### config.mk
export PLATFORM = sky130hd
export DESIGN_NAME = sconv_ctrl
export DESIGN_NICKNAME = d
export VERILOG_FILES = /design/src/rtl/separable_conv1d_fixed_point_u8_assert.svh /design/src/rtl/sconv_pkg.sv /design/src/rtl/sconv_ctrl.sv
export SDC_FILE = /design/constraint.sdc
export NUM_CORES = 1
export LEC_CHECK = 0
export ABC_CLOCK_PERIOD_IN_PS = 2200
export BUFFER_PORTS_ARGS = -buffer_cell sky130_fd_sc_hd__buf_2
export CAP_MARGIN = 20
export CORE_AREA = 2 2 39 41
export DETAILED_ROUTE_END_ITERATION = 10
export DIE_AREA = 0 0 41 43
export GPL_ROUTABILITY_DRIVEN = 0
export PLACE_DENSITY = 0.7
export SYNTH_ARGS = -nofsm -noshare
export SYNTH_HDL_FRONTEND = slang
export SYNTH_SLANG_ARGS = --single-unit
### constraint.sdc
create_clock -name clk -period 2.2 [get_ports clk]
set_input_delay 0.33 -clock clk [delete_from_list [all_inputs] [get_ports clk]]
set_output_delay 0.33 -clock clk [all_outputs]
set_load 0.01 [all_outputs]
### src/rtl/separable_conv1d_fixed_point_u8_assert.svh
// assertion macros used by the top-level rtl
`ifndef SEPARABLE_CONV1D_FIXED_POINT_U8_ASSERT_SVH
`define SEPARABLE_CONV1D_FIXED_POINT_U8_ASSERT_SVH

// same-cycle implication
`define SCONV_ASSERT_NOW(label, clk, rst_n, ante, cons) \
	label: assert property (@(posedge clk) disable iff (!rst_n) (ante) |-> (cons)) \
		else $error("sconv assertion failed");

// next-cycle implication
`define SCONV_ASSERT_NEXT(label, clk, rst_n, ante, cons) \
	label: assert property (@(posedge clk) disable iff (!rst_n) (ante) |=> (cons)) \
		else $error("sconv assertion failed");

`endif

### src/rtl/sconv_pkg.sv
`default_nettype none
package sconv_pkg;

	localparam int MAX_TAPS   = 12;
	localparam int MAX_STRIDE = 2048;
	localparam int HIST_DEPTH = 32768;
	localparam int HIST_AW    = $clog2(HIST_DEPTH);

	localparam int PIX_W   = 8;
	localparam int COEF_W  = 16;
	localparam int TAPS_W  = 4;
	localparam int GEOM_W  = 12;
	localparam int COL_W   = 11;
	localparam int ROW_W   = 12;
	localparam int CFG_IW  = 4;
	localparam int CFG_DW  = 64;
	localparam int PROD_W  = PIX_W + COEF_W;
	localparam int ACC_W   = 16;

	localparam logic [CFG_IW-1:0] REG_TAP_COUNT    = 4'd0;
	localparam logic [CFG_IW-1:0] REG_TAP_STEP     = 4'd1;
	localparam logic [CFG_IW-1:0] REG_IMAGE_WIDTH  = 4'd2;
	localparam logic [CFG_IW-1:0] REG_LINE_STRIDE  = 4'd3;
	localparam logic [CFG_IW-1:0] REG_IMAGE_HEIGHT = 4'd4;
	localparam logic [CFG_IW-1:0] REG_COEFS_0_3    = 4'd5;
	localparam logic [CFG_IW-1:0] REG_COEFS_4_7    = 4'd6;
	localparam logic [CFG_IW-1:0] REG_COEFS_8_11   = 4'd7;

	typedef struct packed {
		logic              start;
		logic              issue;
		logic [TAPS_W-1:0] tap_idx;
		logic              load;
	} sconv_cmd_t;

	typedef struct packed {
		logic              need_compute;
		logic [TAPS_W-1:0] taps;
		logic              out_free;
	} sconv_sts_t;

	function automatic logic [COEF_W-1:0] coef_sel(
		input logic [3*CFG_DW-1:0] coefs,
		input logic [TAPS_W-1:0]   idx
	);
		logic [7:0] base;
		base = {idx, 4'b0000};
		if (idx < TAPS_W'(MAX_TAPS)) begin
			coef_sel = coefs[base +: COEF_W];
		end else begin
			coef_sel = '0;
		end
	endfunction

endpackage
`default_nettype wire

### src/rtl/sconv_ctrl.sv
`default_nettype none
module sconv_ctrl (
	input  wire                   clk,
	input  wire                   arst_n,
	input  wire                   in_valid,
	output logic                  in_ready,
	input  sconv_pkg::sconv_sts_t sts,
	output sconv_pkg::sconv_cmd_t cmd
);

	localparam logic [2:0] ST_IDLE    = 3'd0;
	localparam logic [2:0] ST_ISSUE   = 3'd1;
	localparam logic [2:0] ST_DRAIN_A = 3'd2;
	localparam logic [2:0] ST_DRAIN_B = 3'd3;
	localparam logic [2:0] ST_LOAD    = 3'd4;

	logic [2:0]                    state_q, state_d;
	logic [sconv_pkg::TAPS_W-1:0] tap_q, tap_d;
	logic                          accept;

	assign in_ready = (state_q == ST_IDLE);
	assign accept   = in_valid && in_ready;

	always_comb begin
		cmd.start   = accept;
		cmd.issue   = (state_q == ST_ISSUE);
		cmd.tap_idx = tap_q;
		cmd.load    = (state_q == ST_LOAD) && sts.out_free;
	end

	always_comb begin
		state_d = state_q;
		tap_d   = tap_q;
		case (state_q)
			ST_IDLE: begin
				if (accept && sts.need_compute) begin
					tap_d   = '0;
					state_d = (sts.taps == '0) ? ST_LOAD : ST_ISSUE;
				end
			end
			ST_ISSUE: begin
				if (tap_q == sts.taps - sconv_pkg::TAPS_W'(1)) begin
					state_d = ST_DRAIN_A;
				end else begin
					tap_d = tap_q + sconv_pkg::TAPS_W'(1);
				end
			end
			ST_DRAIN_A: state_d = ST_DRAIN_B;
			ST_DRAIN_B: state_d = ST_LOAD;
			ST_LOAD: begin
				if (sts.out_free) begin
					state_d = ST_IDLE;
				end
			end
			default: state_d = ST_IDLE;
		endcase
	end

	always_ff @(posedge clk or negedge arst_n) begin
		if (!arst_n) begin
			state_q <= ST_IDLE;
			tap_q   <= '0;
		end else begin
			state_q <= state_d;
			tap_q   <= tap_d;
		end
	end

endmodule
`default_nettype wire

# Yosys cells after proc, flatten, opt, wreduce, memory -nomap -nowiden
# Index checks and enable logic that the tools add are counted.
# Widths: inputs -> output; s select.
[classes]
add_sub_neg = 2
n_mul = 0
n_div = 0
magnitude_cmp = 0
eq_ne = 9
shifts = 0
mux = 8
n_bitwise = 0
n_reduce_logical = 8
[ops]
columns = ["cell", "n"]
rows = [
  ["$pmux 3 s5", 1],
  ["$mux 3", 4],
  ["$mux 4", 2],
  ["$pmux 4 s2", 1],
  ["$eq 3x2->1 const B", 2],
  ["$reduce_and 3->1", 2],
  ["$add 4x1->4 const B", 1],
  ["$eq 4x4->1", 1],
  ["$logic_not 4->1", 1],
  ["$ne 2x1->1 const B", 2],
  ["$ne 2x2->1 const B", 2],
  ["$sub 4x1->4 const B", 1],
  ["$eq 3x1->1 const B", 1],
  ["$eq 3x3->1 const B", 1],
  ["$logic_and 1x1->1", 3],
  ["$logic_not 3->1", 1],
  ["$reduce_bool 2->1", 1],
]
[totals]
regBits = 7
latch_bits = 0
ram_bits = 0
mem_bits_ro = 0
in_bits = 9
out_inout_bits = 8
wordCells = 29
n_memories = 0

# Depth between registers and ports, before layout
[depth]
ltp_word = 5
ltp_mapped = 7
ltp_nobuf = 6

# Worst setup path after synthesis
# OpenSTA, ideal clock, no wires.
[synth_path]
kind = "reg-to-reg"
from = "reg state_q[2]"
to = "reg tap_q[3] (netlist name)"
setup_time_ps = 128
t_arrival_ps = 1378
required_time_ps = 2072
slack_ps = 694
stages_incl_launch_ff = 6
n_path_buf = 1
period_less_slack_ps = 1506
path_cell_list = "dfrtp_1 buf_6 nor3_1 nand3_1 a31oi_1 nand3_1"
[synth_via]
elab_chain_cells = 5
elab_cells_between_ends = 9
classes_between = "3 x eq/ne; 1 x mux; 5 x reduce/logical"
[synth_lines]
columns = ["element", "line_no", "text"]
rows = [
  ["from (decl)", "sconv_ctrl.sv:17", "logic [2:0] state_q, state_d;"],
  ["from (signal assigned)", "sconv_ctrl.sv:64", "state_q <= state_d;"],
  ["$logic_not 3->1 (*)", "sconv_ctrl.sv:21", "assign in_ready = (state_q == ST_IDLE);"],
  ["net in_ready", "sconv_ctrl.sv:6", "output logic in_ready,"],
  ["$logic_and 1x1->1", "sconv_ctrl.sv:22", "assign accept = in_valid && in_ready;"],
  ["$logic_and 1x1->1", "sconv_ctrl.sv:36", "if (accept && sts.need_compute) begin"],
  ["$ne 2x1->1 (no source line)", "-", ""],
  ["$reduce_and 3->1 (no source line)", "-", ""],
  ["to (signal assigned)", "sconv_ctrl.sv:65", "tap_q <= tap_d;"],
  ["to (decl)", "sconv_ctrl.sv:18", "logic [sconv_pkg::TAPS_W-1:0] tap_q, tap_d;"],
]
# The timed path passes the listed nets; every way through them passes the cells marked *.
# A chain may end at the register's enable or synchronous reset.

==> run_results.csv <==
group,metric,value,unit
outcome,status,"complete, no violations",
grt,first_global_vias,436,
synth,ys_ff_latch,7,
worst_setup_path,r2r_cells,4,
final_layout,nets,94,
clock_tree,htreeDepth,1,
clock_tree,clk_pin_slew_worst_paths,0.06,ns
final_layout,synthToLayoutAreaGrowth,18.4,%
worst_setup_path,reg2reg_slack,0.66,ns
worst_setup_path,worstSetupEndpointType,"primary output",
worst_setup_path,required,1.87,ns
clock_tree,clk_latency,0.25,ns
synth,synth_top_family_by_area,"simple AND/OR/NAND/NOR gates",
pwr,power,0.971,mW
place,portBuffers,16,
detailed_routing,ant_nets,0,
job,cap_viol_max_count,0,
synth,synth_seq_area_share,29.3,%
sta,final_max_slew_viol_count,0,
clock_tree,ctsResizeCount,0,
synth,synth_area_leaders,"dfrtp_1 29%, ha_1 6.3%, xor2_1 4.4%, nand3_1 4.2%, xor3_1 4.0%",
synth,ys_types,33,
clock_tree,post_cts_buffers,0,
min_path,min_path_type,"primary input to async pin",
clock_tree,clk_path_buf_depth,2,
sta,min_period,1.81,ns
synth,synth-xor-area-share,11.3,%
worst_setup_path,slowest_stage,"or3b_1",
sta,fin_setup_tns,0,ns
worst_setup_path,reg2reg_to,"tap_q[0]",
worst_setup_path,max_stage_delay,0.57,ns
floorplanning,start_util,43.2,%
worst_setup_path,cp_top_family,"simple AND/OR/NAND/NOR gates",
worst_setup_path,crit_chain,"or3b_1, clkinv_4, buf_2",
detailed_routing,wl_per_cell,12.1,um
worst_setup_path,cp_num_buf_inv,2,
synth,syn_nets,75,
sta,final-hold-violation-count,0,
synth,synth_area_per_cell,9.49,sq um
pwr,p_leak,0.373,nW
final_layout,drive_gt1_share,30.9,%
synth,syn_area,598,sq um
synth,synthCells,63,
floorplanning,fp.dieH,43,um
grt,grt_pass1_wl,1880,um
detailed_routing,vias_per_cell,5.31,
grt,antenna_found_initial,0,
detailed_routing,first_iter_violations,6,
pwr,irDropWorstVdd,0.000608,V
floorplanning,die_w,41,um
detailed_routing,dr_total_vias,515,
clock_tree,cts_sinks,7,
floorplanning,io-pin-count,17,
place,place_hpwl,929,um
synth,synth-simple-area-share,29.7,%
clock_tree,cts_buffers,3,
sta,slew_headroom,73.2,%
floorplanning,rows,14,
clock_tree,clockRootBuffer,"clkbuf_4",
sta,max_freq,551,MHz
worst_setup_path,critPathArrivalTime,1.48,ns
grt,grt_max_degree,9,
floorplanning,die_area,0.00176,sq mm
worst_setup_path,criticalPathCategory,"flop to primary output",
sta,fin_skew,0.00626,ns
synth,yosys.area.top_type,"dfrtp_1",
detailed_routing,dr.pass1.iters,6,
grt,grt.overflow.total,0,
floorplanning,core,0.00138,sq mm
synth,post-synth-top-area-fraction,29.3,%
worst_setup_path,cp_max_fo,8,
final_layout,n_antenna_cell,0,
sta,fin_crit_sh,82.5,%
worst_setup_path,r2r_start,"tap_q[2]",
sta,tightest_slew,0.400,ns
synth,muxShareOfSynthArea,3.35,%
synth,synth_compound_area_share,12.3,%
detailed_routing,drc_errors,0,
clock_tree,cts_tree,"done",
final_layout,final_common_cell,"buf_2",
worst_setup_path,start_kind,"flop",
sta,rsz0062_at_grt,"false",
detailed_routing,wl,1170,um
pwr,power_density,1370,mW/mm^2
synth,yosys_warnings,0,
grt,grt.total_usage,15.3,%
sta,setup_viol_count_final,0,
final_layout,final_cell_mix,"16 x buf_2, 7 x dfrtp_1, 6 x nand2_1",
synth,synth_fa_ha_area_share,6.28,%
[routing by layer]
metal / track usage [%] / up-vias / wire length [um]
met5: 0 / - / 0
met4: 4.00 / 0 / 0
met3: 3.14 / 0 / 56
met2: 22.2 / 13 / 568
met1: 22.7 / 240 / 549
li1: - / 262 / -
[registers in the layout (all words and copies together), names as in the netlist]
register  cells
tap_q         4
state_q       3
[cells by family (layout without fill, tap and decap cells)]
kind of cell	Yosys count	count (layout)
fa+ha+maj	3	3
compound gates	10	10
mux	2	2
xor+xnor	6	6
flops	7	7
simple gates	28	28
buf+inv	7	25
[synth_stat cells]
cell and count:
nor3_1 2, buf_4 2, o32ai_1 1, and3_1 1, clkinv_4 1, inv_1 3, xor3_1 1, o21ai_2 1
nor3b_1 1, nor3b_2 1, nor3_2 2, xnor2_1 2, o21ai_0 1, nand3_1 5, mux2i_1 2, or3b_1 1
and2_1 1, nor2_1 3, nand3b_4 1, o211a_1 1, a21o_1 1, buf_6 1, nand4_1 2, nand2b_1 1
xor2_1 3, o21ai_1 1, o41ai_1 1, ha_1 3, a211oi_1 1, a31oi_1 2, and3b_1 1, dfrtp_1 7
nand2_1 6
[worst max-delay path by stage]
stage | from | slack (ns) | to | depth (start not counted)
floorplan | state_q[2] | 0.69 | tap_q[3] | 5
global placement | sts[1] | 0.53 | tap_q[1] | 7
detailed placement | sts[1] | 0.47 | tap_q[0] | 7
CTS | state_q[2] | 0.37 | cmd[5] | 3
global route | state_q[2] | 0.31 | cmd[5] | 3
finish | state_q[2] | 0.39 | cmd[5] | 3
[power breakdown]
group | internal (mW) | total, mW | switching, mW | leakage [nW]
sequential | 0.190 | 0.289 | 0.0986 | 0.0872
clock | 0.0692 | 0.116 | 0.0471 | 0.0150
combinational | 0.262 | 0.566 | 0.305 | 0.270
[stage by stage]
stage	utilization [%]	cell area (sq um)	setup WS, ns	hold WS, ns	cells
final	51.2	708	0.385	0.450	97
after global routing	51.2	708	0.313	0.467	97
after CTS	51.2	708	0.373	0.443	97
after detailed placement	48.6	672	0.473	0.174	92
after global placement	48.6	672	0.535	0.173	92
after floorplan	-	598	0.694	0.0344	63
[cell type report]
cell class                      count  area (sq um)
Timing Repair Buffer               17          90.1
Inverter                            4          20.0
Fill cell                         140           676
Tap cell                           16          20.0
Multi-Input combinational cell     49           377
Clock buffer                        4          26.3
Sequential cell                     7           175
[repair_timing]
| action | in CTS | in global routing |
|---|---|---|
| endpoints found under the hold margin | 7 | 0 |
| endpoints found under the setup margin | 0 | 0 |
| hold buffers | 1 | 0 |
(Power assumes the default switching activity.)
